**src/gdo_pkg.sv**
```systemverilog
// Shared types, constants and calendar functions for the date offset block.
package gdo_pkg;

    localparam int DAY_W   = 5;
    localparam int MONTH_W = 4;
    localparam int YEAR_W  = 14;
    localparam int COUNT_W = 12;
    localparam int CENT_W  = 7;

    localparam logic [YEAR_W-1:0]  YEAR_MIN   = 14'd1;
    localparam logic [YEAR_W-1:0]  YEAR_MAX   = 14'd9999;
    localparam logic [YEAR_W-1:0]  YEAR_DIV   = 14'd100;
    localparam logic [CENT_W-1:0]  CENT_LAST  = 7'd99;

    // 2^19 / 100 rounded up: floor(y * RECIP_100 / 2^19) == y / 100 for y below 43690
    localparam int                 RECIP_W     = 13;
    localparam int                 RECIP_SHIFT = 19;
    localparam logic [RECIP_W-1:0] RECIP_100   = 13'd5243;

    localparam logic [MONTH_W-1:0] MONTH_JAN  = 4'd1;
    localparam logic [MONTH_W-1:0] MONTH_FEB  = 4'd2;
    localparam logic [MONTH_W-1:0] MONTH_APR  = 4'd4;
    localparam logic [MONTH_W-1:0] MONTH_JUN  = 4'd6;
    localparam logic [MONTH_W-1:0] MONTH_SEP  = 4'd9;
    localparam logic [MONTH_W-1:0] MONTH_NOV  = 4'd11;
    localparam logic [MONTH_W-1:0] MONTH_DEC  = 4'd12;

    localparam logic [DAY_W-1:0]   DAY_FIRST  = 5'd1;
    localparam logic [DAY_W-1:0]   LEN_31     = 5'd31;
    localparam logic [DAY_W-1:0]   LEN_30     = 5'd30;
    localparam logic [DAY_W-1:0]   LEN_29     = 5'd29;
    localparam logic [DAY_W-1:0]   LEN_28     = 5'd28;

    typedef struct packed {
        logic               func;
        logic [DAY_W-1:0]   day_in;
        logic [MONTH_W-1:0] month_in;
        logic [YEAR_W-1:0]  year_in;
        logic [COUNT_W-1:0] day_count;
    } gdo_in_t;

    typedef struct packed {
        logic [DAY_W-1:0]   day_out;
        logic [MONTH_W-1:0] month_out;
        logic [YEAR_W-1:0]  year_out;
        logic               input_legal;
        logic               range_error;
    } gdo_out_t;

    // Working date: year kept both whole and split as century / year-of-century
    typedef struct packed {
        logic [DAY_W-1:0]   d;
        logic [MONTH_W-1:0] m;
        logic [YEAR_W-1:0]  y;
        logic [CENT_W-1:0]  q;
        logic [CENT_W-1:0]  r;
    } gdo_date_t;

    typedef enum logic [1:0] {
        ST_IDLE,
        ST_SPLIT,
        ST_CLAMP,
        ST_WALK
    } gdo_state_t;

    // Leap year from year = 100*q + r
    function automatic logic leap_year(input logic [CENT_W-1:0] q,
                                       input logic [CENT_W-1:0] r);
        logic leap;
        if (r != '0)
            leap = (r[1:0] == 2'b00);
        else
            leap = (q[1:0] == 2'b00);
        return leap;
    endfunction

    function automatic logic [DAY_W-1:0] month_len(input logic [MONTH_W-1:0] m,
                                                   input logic leap);
        logic [DAY_W-1:0] len;
        case (m)
            MONTH_FEB: len = leap ? LEN_29 : LEN_28;
            MONTH_APR: len = LEN_30;
            MONTH_JUN: len = LEN_30;
            MONTH_SEP: len = LEN_30;
            MONTH_NOV: len = LEN_30;
            default:   len = LEN_31;
        endcase
        return len;
    endfunction

endpackage

```
**src/gdo_year_split.sv**
```systemverilog
// Year split by 100 through a reciprocal multiply: century and year-of-century.
module gdo_year_split
    import gdo_pkg::*;
(
    input  logic                clk,
    input  logic                rst_n,
    input  logic                start,
    input  logic [YEAR_W-1:0]   year,
    output logic                done,
    output logic [CENT_W-1:0]   cent,
    output logic [CENT_W-1:0]   yoc
);

    localparam int PROD_W = YEAR_W + RECIP_W;

    logic [YEAR_W-1:0] year_reg, year_next;
    logic [CENT_W-1:0] quo_reg, quo_next;
    logic [CENT_W-1:0] yoc_reg, yoc_next;
    logic              run_reg, run_next;
    logic              done_reg, done_next;
    logic [PROD_W-1:0] prod;
    logic [CENT_W-1:0] quo;
    logic [YEAR_W-1:0] rest;

    always_comb
    begin
        prod      = PROD_W'(year_reg) * PROD_W'(RECIP_100);
        quo       = prod[RECIP_SHIFT +: CENT_W];
        rest      = year_reg - YEAR_W'(quo) * YEAR_DIV;
        year_next = year_reg;
        quo_next  = quo_reg;
        yoc_next  = yoc_reg;
        run_next  = run_reg;
        done_next = 1'b0;
        if (start)
        begin
            year_next = year;
            run_next  = 1'b1;
        end
        else if (run_reg)
        begin
            // hold century and remainder until the next start
            quo_next  = quo;
            yoc_next  = rest[CENT_W-1:0];
            run_next  = 1'b0;
            done_next = 1'b1;
        end
    end

    always_ff @(posedge clk or negedge rst_n)
    begin
        if (!rst_n)
        begin
            run_reg  <= 1'b0;
            done_reg <= 1'b0;
        end
        else
        begin
            run_reg  <= run_next;
            done_reg <= done_next;
        end
    end

    always_ff @(posedge clk)
    begin
        year_reg <= year_next;
        quo_reg  <= quo_next;
        yoc_reg  <= yoc_next;
    end

    assign done = done_reg;
    assign cent = quo_reg;
    assign yoc  = yoc_reg;

endmodule

```
**src/gdo_walk_step.sv**
```systemverilog
// One month step of the date walk, forward or backward.
module gdo_walk_step
    import gdo_pkg::*;
#(
    parameter int OFFSET_BITS = 12
)
(
    input  logic                   func,
    input  gdo_date_t              date_cur,
    input  logic [OFFSET_BITS-1:0] cnt_cur,
    output gdo_date_t              date_nxt,
    output logic [OFFSET_BITS-1:0] cnt_nxt,
    output logic                   sat
);

    localparam int CMP_W = (OFFSET_BITS > DAY_W + 1) ? OFFSET_BITS : DAY_W + 1;

    logic [DAY_W-1:0] len;
    logic [DAY_W:0]   rem;
    logic             fits;

    always_comb
    begin
        len      = month_len(date_cur.m, leap_year(date_cur.q, date_cur.r));
        rem      = {1'b0, len} - {1'b0, date_cur.d} + (DAY_W+1)'(1);
        date_nxt = date_cur;
        cnt_nxt  = cnt_cur;
        sat      = 1'b0;
        fits     = 1'b0;
        if (!func)
        begin
            fits = CMP_W'(cnt_cur) < CMP_W'(rem);
            if (fits)
            begin
                date_nxt.d = date_cur.d + DAY_W'(cnt_cur);
                cnt_nxt    = '0;
            end
            else
            begin
                // jump to the first of next month
                cnt_nxt    = cnt_cur - OFFSET_BITS'(rem);
                date_nxt.d = DAY_FIRST;
                if (date_cur.m == MONTH_DEC)
                begin
                    if (date_cur.y == YEAR_MAX)
                    begin
                        date_nxt.d = LEN_31;
                        date_nxt.m = MONTH_DEC;
                        cnt_nxt    = '0;
                        sat        = 1'b1;
                    end
                    else
                    begin
                        date_nxt.m = MONTH_JAN;
                        date_nxt.y = date_cur.y + YEAR_W'(1);
                        if (date_cur.r == CENT_LAST)
                        begin
                            date_nxt.r = '0;
                            date_nxt.q = date_cur.q + CENT_W'(1);
                        end
                        else
                        begin
                            date_nxt.r = date_cur.r + CENT_W'(1);
                        end
                    end
                end
                else
                begin
                    date_nxt.m = date_cur.m + MONTH_W'(1);
                end
            end
        end
        else
        begin
            fits = CMP_W'(cnt_cur) < CMP_W'(date_cur.d);
            if (fits)
            begin
                date_nxt.d = date_cur.d - DAY_W'(cnt_cur);
                cnt_nxt    = '0;
            end
            else
            begin
                // drop to the last day of the previous month
                cnt_nxt = cnt_cur - OFFSET_BITS'(date_cur.d);
                if (date_cur.m != MONTH_JAN)
                begin
                    date_nxt.m = date_cur.m - MONTH_W'(1);
                    date_nxt.d = month_len(date_cur.m - MONTH_W'(1),
                                           leap_year(date_cur.q, date_cur.r));
                end
                else if (date_cur.y == YEAR_MIN)
                begin
                    date_nxt.d = DAY_FIRST;
                    date_nxt.m = MONTH_JAN;
                    cnt_nxt    = '0;
                    sat        = 1'b1;
                end
                else
                begin
                    date_nxt.m = MONTH_DEC;
                    date_nxt.d = LEN_31;
                    date_nxt.y = date_cur.y - YEAR_W'(1);
                    if (date_cur.r == '0)
                    begin
                        date_nxt.r = CENT_LAST;
                        date_nxt.q = date_cur.q - CENT_W'(1);
                    end
                    else
                    begin
                        date_nxt.r = date_cur.r - CENT_W'(1);
                    end
                end
            end
        end
    end

endmodule

```
**src/gregorian_date_offset.sv**
```systemverilog
// Top level: moves a Gregorian date forward or backward by a day count.
//
// Usage: drive date_in and raise start; the item is taken at the clock edge
// where start is high and busy is low. busy stays high while the item is
// worked on. The result appears on result for exactly one cycle with
// result_valid high; the receiver cannot stall it and must take it then.
// busy is already low in that cycle, so the next item may be taken at the
// same edge the result is delivered.
//
// Sequence: clamp and load, then the year split (load, then a reciprocal
// multiply by 1/100 and a subtract), then clamp the day, then walk month
// by month and finish with the result.
// The month walk loop, one step of the shared month-step unit per cycle,
// dominates the total run time.
//
// Reset: asynchronous, active low; clears the sequencer and the result
// strobe. No storage needs clearing.
module gregorian_date_offset
    import gdo_pkg::*;
#(
    parameter int OFFSET_BITS = 12
)
(
    input  logic     clk,
    input  logic     rst_n,
    input  logic     start,
    output logic     busy,
    input  gdo_in_t  date_in,
    output logic     result_valid,
    output gdo_out_t result
);

    gdo_state_t              state_reg, state_next;
    gdo_date_t               date_reg, date_next;
    logic [OFFSET_BITS-1:0]  cnt_reg, cnt_next;
    logic                    func_reg, func_next;
    logic                    legal_reg, legal_next;
    logic                    err_reg, err_next;
    logic                    valid_reg, valid_next;
    gdo_out_t                result_reg, result_next;

    logic                    accept;
    logic [MONTH_W-1:0]      m_clamp;
    logic [YEAR_W-1:0]       y_clamp;
    logic                    legal_load;
    logic                    split_done;
    logic [CENT_W-1:0]       split_q;
    logic [CENT_W-1:0]       split_r;
    logic [DAY_W-1:0]        len_clamp;
    gdo_date_t               step_date;
    logic [OFFSET_BITS-1:0]  step_cnt;
    logic                    step_sat;

    assign accept = start && (state_reg == ST_IDLE);

    // Clamp month and year at load; the day is clamped once the leap year is known
    always_comb
    begin
        m_clamp = date_in.month_in;
        if (date_in.month_in == '0)
            m_clamp = MONTH_JAN;
        else if (date_in.month_in > MONTH_DEC)
            m_clamp = MONTH_DEC;
        y_clamp = date_in.year_in;
        if (date_in.year_in < YEAR_MIN)
            y_clamp = YEAR_MIN;
        else if (date_in.year_in > YEAR_MAX)
            y_clamp = YEAR_MAX;
        legal_load = !((date_in.year_in < YEAR_MIN) || (date_in.year_in > YEAR_MAX) ||
                       (date_in.month_in == '0) || (date_in.month_in > MONTH_DEC) ||
                       (date_in.day_in == '0));
    end

    gdo_year_split u_split
    (
        .clk   (clk),
        .rst_n (rst_n),
        .start (accept),
        .year  (y_clamp),
        .done  (split_done),
        .cent  (split_q),
        .yoc   (split_r)
    );

    gdo_walk_step #(
        .OFFSET_BITS (OFFSET_BITS)
    ) u_step
    (
        .func     (func_reg),
        .date_cur (date_reg),
        .cnt_cur  (cnt_reg),
        .date_nxt (step_date),
        .cnt_nxt  (step_cnt),
        .sat      (step_sat)
    );

    assign len_clamp = month_len(date_reg.m, leap_year(split_q, split_r));

    always_comb
    begin
        state_next  = state_reg;
        date_next   = date_reg;
        cnt_next    = cnt_reg;
        func_next   = func_reg;
        legal_next  = legal_reg;
        err_next    = err_reg;
        valid_next  = 1'b0;
        result_next = result_reg;
        case (state_reg)
            ST_IDLE:
            begin
                if (accept)
                begin
                    date_next.d = date_in.day_in;
                    date_next.m = m_clamp;
                    date_next.y = y_clamp;
                    cnt_next    = OFFSET_BITS'(date_in.day_count);
                    func_next   = date_in.func;
                    legal_next  = legal_load;
                    err_next    = 1'b0;
                    state_next  = ST_SPLIT;
                end
            end
            ST_SPLIT:
            begin
                // hold until the century split is ready
                if (split_done)
                begin
                    date_next.q = split_q;
                    date_next.r = split_r;
                    state_next  = ST_CLAMP;
                end
            end
            ST_CLAMP:
            begin
                if (date_reg.d > len_clamp)
                begin
                    legal_next  = 1'b0;
                    date_next.d = len_clamp;
                end
                else if (date_reg.d == '0)
                begin
                    date_next.d = DAY_FIRST;
                end
                state_next = ST_WALK;
            end
            ST_WALK:
            begin
                if (cnt_reg == '0)
                begin
                    result_next.day_out     = date_reg.d;
                    result_next.month_out   = date_reg.m;
                    result_next.year_out    = date_reg.y;
                    result_next.input_legal = legal_reg;
                    result_next.range_error = err_reg;
                    valid_next              = 1'b1;
                    state_next              = ST_IDLE;
                end
                else
                begin
                    // advance one month or finish inside the current one
                    date_next = step_date;
                    cnt_next  = step_cnt;
                    err_next  = err_reg || step_sat;
                end
            end
            default:
            begin
                state_next = ST_IDLE;
            end
        endcase
    end

    always_ff @(posedge clk or negedge rst_n)
    begin
        if (!rst_n)
        begin
            state_reg <= ST_IDLE;
            valid_reg <= 1'b0;
        end
        else
        begin
            state_reg <= state_next;
            valid_reg <= valid_next;
        end
    end

    always_ff @(posedge clk)
    begin
        date_reg   <= date_next;
        cnt_reg    <= cnt_next;
        func_reg   <= func_next;
        legal_reg  <= legal_next;
        err_reg    <= err_next;
        result_reg <= result_next;
    end

    assign busy         = (state_reg != ST_IDLE);
    assign result_valid = valid_reg;
    assign result       = result_reg;

    // A taken item makes the block busy on the next cycle
    a_accept_busy: assert property (@(posedge clk) disable iff (!rst_n)
        start && !busy |=> busy)
        else $error("item accepted but block not busy");

    // The result strobe lasts a single cycle
    a_strobe_once: assert property (@(posedge clk) disable iff (!rst_n)
        result_valid |=> !result_valid)
        else $error("result strobe held longer than one cycle");

    // Results carry a real month and day
    a_result_month: assert property (@(posedge clk) disable iff (!rst_n)
        result_valid |-> (result.month_out >= MONTH_JAN) && (result.month_out <= MONTH_DEC) &&
                         (result.day_out != '0))
        else $error("result month or day out of range");

    // A saturated result sits on one of the two calendar ends
    a_sat_ends: assert property (@(posedge clk) disable iff (!rst_n)
        result_valid && result.range_error |->
            ((result.day_out == DAY_FIRST) && (result.month_out == MONTH_JAN) &&
             (result.year_out == YEAR_MIN)) ||
            ((result.day_out == LEN_31) && (result.month_out == MONTH_DEC) &&
             (result.year_out == YEAR_MAX)))
        else $error("saturated result not at a calendar end");

endmodule
```
**config.mk**
```make
export PLATFORM = sky130hd
export DESIGN_NAME = gregorian_date_offset
export DESIGN_NICKNAME = d
export VERILOG_FILES = /design/src/gdo_pkg.sv /design/src/gdo_year_split.sv /design/src/gdo_walk_step.sv /design/src/gregorian_date_offset.sv
export SDC_FILE = /design/constraint.sdc
export NUM_CORES = 1
export LEC_CHECK = 0
export CAP_MARGIN = 5
export CORE_ASPECT_RATIO = 1.1
export CORE_MARGIN = 2
export CORE_UTILIZATION = 40
export CTS_BUF_LIST = sky130_fd_sc_hd__clkbuf_4 sky130_fd_sc_hd__clkbuf_8 sky130_fd_sc_hd__clkbuf_16
export CTS_CLUSTER_DIAMETER = 80
export CTS_CLUSTER_SIZE = 16
export DETAILED_ROUTE_END_ITERATION = 6
export DONT_BUFFER_PORTS = 1
export PLACE_DENSITY = 0.54
export SETUP_SLACK_MARGIN = 0.5
export SYNTH_ARGS = -nofsm -noshare
export SYNTH_HDL_FRONTEND = slang
export SYNTH_SLANG_ARGS = --single-unit
```
**constraint.sdc**
```tcl
create_clock -name clk -period 5.5 [get_ports clk]
set_clock_uncertainty 0.1 [all_clocks]
set_input_delay 0 -clock clk [delete_from_list [all_inputs] [get_ports clk]]
set_output_delay 0 -clock clk [all_outputs]
set_load 0.03 [all_outputs]
```
==> results.cfg <==
[clock_tree]
clock_latency_ns = 0.36
numCtsBuffers = 9
clkTransAtPathRegs_ns = 0.08
cts.sinks = 100
root_buffer = clkbuf_16
cts_tree = built
cts_buffer_depth = 2
htree_num_levels = 3

[layout]
drive_gt1_share_pct = 17.8
multiInputGateArea_um2 = 6500
diodes = 0
largest_reg_flops = 32
seq_area_um2 = 2980
layout_common_cells = inv_1, ha_1, edfxtp_1, buf_4, fa_1
syn2layout_area_growth_pct = 21.6
mostFrequentLayoutCell = inv_1
final_nets = 1342
fillers = 2260

[routing]
final_antenna_net_count = 0
vias = 7404
first_pass_iters = 5
drt_iter0_drc = 388
drt-vias-per-instance = 5.24
wl_per_cell_um = 17.5
drc_errors = 0
wirelength_um = 24700

[critical_path]
critPathKind = flip-flop to flip-flop
worstSetupStartpointType = flip-flop
r2r_slack_ns = -0.61
worstPathRequired_ns = 5.50
r2r_end = u_split.yoc[6]
critPathArrivalTime_ns = 6.10
crit_fanout = 5
r2r_cells = 22
r2r-start = u_split.year_reg[7]
end_kind = flip-flop

[logic_synthesis]
synth_cell_types = 64
ys_warn_count = 0
avgSynthCellArea_um2 = 10.1
synth_top_cell_by_area = edfxtp_1
netlist_instances = 971
synth_nets = 1216
synth_top_cell_area_share_pct = 29.1
synth_area_um2 = 9810
synth-seq-area-share_pct = 30.4
async_flop_share_pct = 5.00
synth_area_leaders = edfxtp_1, ha_1, fa_1
synth_edf_count = 95
dominantRegCellSynth = edfxtp_1
ys_ff_latch = 100

[run]
drv_cap = 0

[status]
violations = negative setup slack
outcome = complete, but fails checks

[timing]
max_slew_margin_pct = 24.3
fmax_ghz = 0.164
slew_viol_final = 0
period_share_pct = 111
worstMarginPinSlew_ns = 1.13
fin_crit_ns = 6.11
setup_viol = 3
rsz0062_at_grt = yes
worst_slack_ns = -0.605
hold_viol_final = 0

[global_route]
gr-total-overflow = 0
grt_pass1_vias = 7679
grt_max_degree = 46
grt_usage_pct = 19.8
grt_first_pass_wirelength_um = 40400
antenna_found_initial = 0

[worst_hold_path]
hold_class = primary input to flip-flop
min_path_cells = 2
hp-start = date_in[8]
hold_path_end = cnt_reg[8]

[place]
place_congestion = 0.861
dpl_worst_slack_ns = -0.638
numPortBuffers = 0
dpl.hpwl_um = 19800

[floorplan]
rows = 60
io_pins = 66
die_height_um = 168
core_area_um2 = 24200
initial_core_util_pct = 40.5
die_x_um = 153
die_area_um2 = 25800
[cell type report]
cell class                      count  share of cell area [%]
Clock buffer                        9                    1.89
Clock inverter                      7                   0.765
Inverter                          146                    4.59
Multi-Input combinational cell    700                    54.5
Sequential cell                   100                    25.0
Tap cell                          310                    3.25
Timing Repair Buffer              140                    10.0
[worst max path at each step]
stage,start,endpoint,slack [ns],cells past startpoint
2_1_floorplan,u_split.year_reg[11],u_split.yoc[6],-0.38,23
3_3_place_gp,u_split.year_reg[11],u_split.yoc[6],-0.57,22
3_5_place_dp,u_split.year_reg[11],u_split.yoc[6],-0.64,22
4_1_cts,u_split.year_reg[8],u_split.yoc[6],-0.59,24
5_1_grt,u_split.year_reg[12],u_split.yoc[6],-0.85,26
6_report,u_split.year_reg[7],u_split.yoc[6],-0.61,22
[kinds of logic after synthesis]
logic type	after synthesis	share of synthesized area, %
AND/OR/NAND/NOR	239	12.5
multiplexers	15	1.63
buffers and inverters	171	6.63
AO/OA/AOI/OAI	183	12.1
adder cells (fa/ha/maj)	206	31.5
flip-flops	100	30.4
XOR/XNOR	57	5.23
[per-layer routing]
metal	wire length [µm]	track usage (%)	up-vias	part of all wire (%)
met5	0	0	-	0
met1	11200	26.4	3596	46
met2	12200	33.9	138	49
met4	372	3.99	0	1.5
met3	884	3.40	26	3.6
li1	-	-	3644	-
[through the flow]
stage / cells / cell area [µm²] / hold WS, ns / TNS [ns] / util [%]
final: 1412 / 11900 / 0.000751 / -1.10 / 49.2
after global routing: 1412 / 11900 / 0.00160 / -1.77 / 49.2
after CTS: 1407 / 11800 / 0.00441 / -1.10 / 48.5
after detailed placement: 1336 / 10800 / -0.394 / -1.12 / 44.4
after global placement: 1336 / 10800 / -0.394 / -0.975 / 44.4
after floorplan: 971 / 9870 / -0.396 / -0.391 / -
[worst max-delay path, cell delays in order (launching register included)]
cell and delay (ns):
edfxtp_1 0.56, buf_6 0.20, fa_1 0.48, ha_4 0.26
fa_1 0.46, fa_1 0.55, inv_1 0.05, fa_1 0.41
inv_1 0.10, ha_4 0.21, and3_4 0.16, and2_4 0.14
a221oi_2 0.27, a311o_1 0.30, a31oi_2 0.12, o21bai_1 0.19
xor2_1 0.19, ha_2 0.30, inv_2 0.06, ha_4 0.19
a21oi_2 0.14, xnor2_1 0.14, xnor3_1 0.24
[repair_timing]
action,in CTS,in global routing
hold buffers,39,0
pin swaps,34,22
gates resized for setup,30,26
setup endpoints to repair,22,46
hold endpoints to repair,50,0
buffers inserted,16,5
[synth_stat cells (4+ instances only)]
cell type  instances
fa_1              68
nor3_1            15
and3_1             8
a31oi_1            6
o21bai_1           6
inv_1            146
or3_1              5
mux2_2             8
xnor2_1           34
buf_2              4
dfrtp_1            5
nand2b_1          26
a21o_1             8
a21oi_1           52
or2_2              7
o211ai_1           8
o22ai_1            7
ha_1             138
xor2_1            22
o31ai_1            4
nor4_1            10
o21ai_0           42
clkbuf_1          20
nand2_1           39
nor2b_1           13
o221ai_1          14
mux2i_1            7
and2_1             8
o21a_1             7
edfxtp_1          95
nor2_1            63
nand4_1           12
nand3_1           20
Power is left out: the tool's default activity adds up to more than one toggle a clock period on the data nets, which glitch-free logic cannot reach.
